<file path="src/nfb_pkg.sv">
`timescale 1ns / 1ps
package nfb_pkg;

    typedef enum logic [1:0] {
        CMD_WRITE_PIXEL  = 2'd0,
        CMD_REFRESH_LINE = 2'd1,
        CMD_CLEAR_PANEL  = 2'd2,
        CMD_FILL         = 2'd3
    } cmd_t;

    typedef struct packed {
        cmd_t        command;
        logic [7:0]  x_pos;
        logic [7:0]  y_pos;
        logic [3:0]  colour;
    } item_t;

    typedef struct packed {
        logic [31:0] frame_word;
        logic [2:0]  byte_count;
        logic        frame_last;
    } result_t;

    localparam int CFG_IDX_W  = 2;
    localparam int CFG_DATA_W = 8;

    localparam logic [CFG_IDX_W-1:0] CFG_DIFF_MODE         = 2'd0;
    localparam logic [CFG_IDX_W-1:0] CFG_UPDATE_OPCODE     = 2'd1;
    localparam logic [CFG_IDX_W-1:0] CFG_CLEAR_OPCODE      = 2'd2;
    localparam logic [CFG_IDX_W-1:0] CFG_BACKGROUND_COLOUR = 2'd3;

    localparam logic       DIFF_MODE_RST         = 1'b1;
    localparam logic [7:0] UPDATE_OPCODE_RST     = 8'd144;
    localparam logic [7:0] CLEAR_OPCODE_RST      = 8'd32;
    localparam logic [3:0] BACKGROUND_COLOUR_RST = 4'd0;

    typedef struct packed {
        logic load;
        logic clr_cnt;
        logic sweep;
        logic pix_rd;
        logic pix_wr;
        logic cmp;
        logic emit;
    } ctrl_cmd_t;

    typedef struct packed {
        logic sweep_last;
        logic line_ok;
        logic diff_mode;
        logic cmp_last;
        logic differ;
        logic emit_last;
    } dp_status_t;

endpackage

</file>
<file path="src/nfb_ctrl.sv">
`timescale 1ns / 1ps
module nfb_ctrl (
    input  logic                clk,
    input  logic                rst_n,
    input  logic                start,
    input  nfb_pkg::cmd_t       command,
    input  nfb_pkg::dp_status_t status,
    output nfb_pkg::ctrl_cmd_t  cmd,
    output logic                busy
);

    typedef enum logic [7:0] {
        ST_SWEEP   = 8'b0000_0001,
        ST_IDLE    = 8'b0000_0010,
        ST_PIX_RD  = 8'b0000_0100,
        ST_PIX_WR  = 8'b0000_1000,
        ST_REF_CHK = 8'b0001_0000,
        ST_CMP     = 8'b0010_0000,
        ST_CMP_END = 8'b0100_0000,
        ST_EMIT    = 8'b1000_0000
    } state_t;

    state_t state_reg;
    state_t state_next;

    always_ff @(posedge clk or negedge rst_n)
    begin
        if (!rst_n)
        begin
            state_reg <= ST_SWEEP;
        end
        else
        begin
            state_reg <= state_next;
        end
    end

    always_comb
    begin
        state_next = state_reg;
        cmd        = '0;
        unique case (state_reg)
            ST_SWEEP:
            begin
                cmd.sweep = 1'b1;
                if (status.sweep_last)
                begin
                    state_next = ST_IDLE;
                end
            end
            ST_IDLE:
            begin
                cmd.clr_cnt = 1'b1;
                if (start)
                begin
                    cmd.load = 1'b1;
                    unique case (command)
                        nfb_pkg::CMD_WRITE_PIXEL:  state_next = ST_PIX_RD;
                        nfb_pkg::CMD_REFRESH_LINE: state_next = ST_REF_CHK;
                        nfb_pkg::CMD_CLEAR_PANEL:  state_next = ST_EMIT;
                        nfb_pkg::CMD_FILL:         state_next = ST_SWEEP;
                        default:                   state_next = ST_IDLE;
                    endcase
                end
            end
            ST_PIX_RD:
            begin
                cmd.pix_rd = 1'b1;
                state_next = ST_PIX_WR;
            end
            ST_PIX_WR:
            begin
                cmd.pix_wr = 1'b1;
                state_next = ST_IDLE;
            end
            ST_REF_CHK:
            begin
                cmd.clr_cnt = 1'b1;
                if (!status.line_ok)
                begin
                    state_next = ST_IDLE;
                end
                else if (status.diff_mode)
                begin
                    state_next = ST_CMP;
                end
                else
                begin
                    state_next = ST_EMIT;
                end
            end
            ST_CMP:
            begin
                cmd.cmp = 1'b1;
                if (status.cmp_last)
                begin
                    state_next = ST_CMP_END;
                end
            end
            ST_CMP_END:
            begin
                cmd.clr_cnt = 1'b1;
                state_next  = status.differ ? ST_EMIT : ST_IDLE;
            end
            ST_EMIT:
            begin
                cmd.emit = 1'b1;
                if (status.emit_last)
                begin
                    state_next = ST_IDLE;
                end
            end
            default:
            begin
                state_next = ST_IDLE;
            end
        endcase
    end

    assign busy = (state_reg != ST_IDLE);

    a_accept_goes_busy: assert property (@(posedge clk) disable iff (!rst_n)
        start && !busy |=> busy)
        else $error("accepted command did not make block busy");

    a_emit_after_check: assert property (@(posedge clk) disable iff (!rst_n)
        state_reg == ST_CMP_END && status.differ |=> state_reg == ST_EMIT)
        else $error("changed line not sent");

endmodule

</file>
<file path="config.mk">
export PLATFORM = sky130hd
export DESIGN_NAME = nfb_ctrl
export DESIGN_NICKNAME = d
export VERILOG_FILES = /design/src/nfb_pkg.sv /design/src/nfb_ctrl.sv
export SDC_FILE = /design/constraint.sdc
export NUM_CORES = 1
export LEC_CHECK = 0
export ABC_AREA = 1
export BUFFER_PORTS_ARGS = -buffer_cell sky130_fd_sc_hd__buf_2
export CAP_MARGIN = 20
export CORE_MARGIN = 3
export CORE_UTILIZATION = 43
export CTS_CLUSTER_DIAMETER = 100
export DETAILED_ROUTE_END_ITERATION = 12
export PLACE_DENSITY = 0.81
export SYNTH_ARGS = -nofsm -noshare
export SYNTH_HDL_FRONTEND = slang
export SYNTH_SLANG_ARGS = --single-unit
</file>
<file path="constraint.sdc">
create_clock -name clk -period 1.35 [get_ports clk]
set_clock_uncertainty 0.2 [all_clocks]
set_input_delay 0.135 -clock clk [delete_from_list [all_inputs] [get_ports clk]]
set_output_delay 0.135 -clock clk [all_outputs]
set_load 0.02 [all_outputs]
</file>
==> impl_metrics.tcl <==
set metrics [dict create \
    drtIter0Drc 20 \
    critPathMaxStageDelay_ns 0.41 \
    ys_seq_area_frac 0.347 \
    avgViaCountPerCell 4.88 \
    die_h_um 42.7 \
    fin_crit_ns 1.72 \
    drtPass1Iterations 4 \
    violations "setup timing" \
    slowest_stage "dfrtp_1" \
    clk_pin_slew_worst_paths_ns 0.06 \
    hold_viol 0 \
    grt_overflow 0 \
    hpwl_um 1120 \
    post-route-period-util 1.28 \
    p_leak_nw 0.539 \
    syn_area_per_cell_um2 6.67 \
    synth_cell_type_count 14 \
    root_buffer "clkbuf_4" \
    grt_max_degree 9 \
    fillers 66 \
    syn_inst 87 \
    fp.dieW_um 42.7 \
    endpoint_kind "output pin" \
    largest_reg_flops 8 \
    first_global_vias 693 \
    grt_usage 0.210 \
    hp-class "input pin to asynchronous set/reset pin" \
    clock_path_buffers 2 \
    antenna_left 0 \
    drv_cap 0 \
    final_cell_mix "16 x nand2_1, 12 x buf_4, 11 x nor2_4, 11 x inv_1, 11 x buf_2" \
    drcViolationCount 0 \
    layout-drive-gt1-share 0.534 \
    worstPathRequired_ns 1.01 \
    core_area_mm2 0.00119 \
    syn2layout_area_growth_pct 78.9 \
    htree_num_levels 1 \
    final_common_cell "nand2_1" \
    setup_viol 15 \
    cp.arrival_ns 1.39 \
    fin_ws_ns -0.373 \
    slew_headroom 0.873 \
    vias 708 \
    place_inst 129 \
    grt_pass1_wl_um 2900 \
    die_area_mm2 0.00183 \
    final_cells 145 \
    fin_hold_ws_ns 0.0413 \
    worst_pin_slew_ns 0.189 \
    top_level_ports 19 \
    wirelength_um 1750 \
    status "finished with violations" \
    fin_setup_tns_ns -4.30 \
    power_density_mw_per_mm2 1960 \
    tritoncts "built" \
    vdd_drop_max_mv 1.28 \
    utilization 0.876 \
    avgRoutedWirePerCell_um 12.1 \
    ys_ff_latch 8 \
    yosys_warnings 0 \
    synth_fp_nets 98 \
    slew_violations 0 \
    rows 12 \
    gp_congestion 0.796 \
    fmax_ghz 0.580 \
    path_max_fanout 4 \
    clock_sinks 8 \
    port_buffers 18 \
    rsz0062_at_grt "true" \
    nets 143 \
    cp-start-kind "flop" \
    grt_antenna_before_repair 0 \
    antennaDiodeCount 0 \
    cts_made_buffers 3 \
    worst-setup-path-type "flop to output pin" \
    worst_path_most_repeated_cell "nor2_4" \
    synthesis.area_um2 581 \
    clock_latency_ns 0.25 \
    start_util 0.489 \
    cp_cell_sequence "nor2_4 -> nand2_4 -> nor2_4 -> inv_2 -> nor2_4 -> buf_6" \
]
==> final cells by class <==
cell class                 instances  area, um2  share of cell area
inverter                          16       60.1              0.0578
clock buffer                       4       26.3              0.0253
multi-input combinational         63        405               0.390
tap                               14       17.5              0.0169
timing repair buffer              40        328               0.316
sequential                         8        201               0.194
==> power breakdown <==
part | leakage, nW | internal (mW) | switching (mW)
logic | 0.420 | 0.630 | 0.839
registers | 0.104 | 0.308 | 0.0681
clock network | 0.0150 | 0.113 | 0.0779
==> worst max-delay path, delay by kind of cell, from the launching register on <==
kind                   cells  cell delay (ns)
flip-flops                 1             0.41
AND/OR/NAND/NOR            4             0.52
buffers and inverters      2             0.20
==> layer usage <==
layer	track usage	wire, um	vias to the layer above
met3	0.0297	89	6
met4	0.106	40	0
met1	0.250	690	320
met2	0.362	929	29
li1	-	-	353
met5	0	0	-
==> timing repair <==
| item | in CTS | in global routing |
|---|---|---|
| cloned | 0 | 0 |
| buffers inserted | 4 | 1 |
| hold buffers | 7 | 0 |
| resized for setup | 27 | 7 |
| endpoints found under the setup margin | 15 | 15 |
| pin swaps | 10 | 5 |
| endpoints found under the hold margin | 13 | 0 |
==> path summary, 6_finish.rpt <==
kind	slack [ns]	cells past startpoint	endpoint	startpoint
hold reg to reg	0.54	4	state_reg[3]$_DFFE_PN0P_	state_reg[1]$_DFFE_PN0P_
min in group clk	0.05	5	state_reg[5]$_DFFE_PN0P_	status[2]
hold / removal	0.04	2	state_reg[4]$_DFFE_PN0P_	rst_n
setup reg to reg	-0.31	9	state_reg[1]$_DFFE_PN0P_	state_reg[6]$_DFFE_PN0P_
setup / recovery	-0.37	6	cmd[6]	state_reg[6]$_DFFE_PN0P_
max in group asynchronous	0.67	2	state_reg[0]$_DFFE_PN1P_	rst_n
==> logic make-up after synthesis <==
kind of cell | after synthesis | synth area share
buffers and inverters | 16 | 0.103
AND/OR/NAND/NOR | 63 | 0.550
flip-flops | 8 | 0.347
==> cells in the mapped netlist <==
master / n / area [um2]
nand3b_1: 2 / 15.0
nor3_2: 1 / 10.0
nand2_1: 23 / 86.3
nand3_1: 10 / 50.1
nor3_1: 1 / 5.00
dfstp_2: 1 / 26.3
nor4_1: 1 / 6.26
dfrtp_1: 7 / 175
nor2_2: 6 / 37.5
inv_1: 14 / 52.6
nor2_1: 14 / 52.6
nand2_4: 2 / 22.5
inv_2: 2 / 7.51
nor2_4: 3 / 33.8
==> metrics by stage <==
stage	power (mW)	instance area (um2)	setup slack (ns)
3_3_place_gp	1.46	797	-0.171
6_report	2.04	1040	-0.373
3_5_place_dp	1.49	797	-0.210
2_1_floorplan	1.12	614	-0.128
5_1_grt	2.18	1040	-0.440
4_1_cts	1.95	1010	-0.350
No activity file was read; power rests on OpenSTA's default activity.
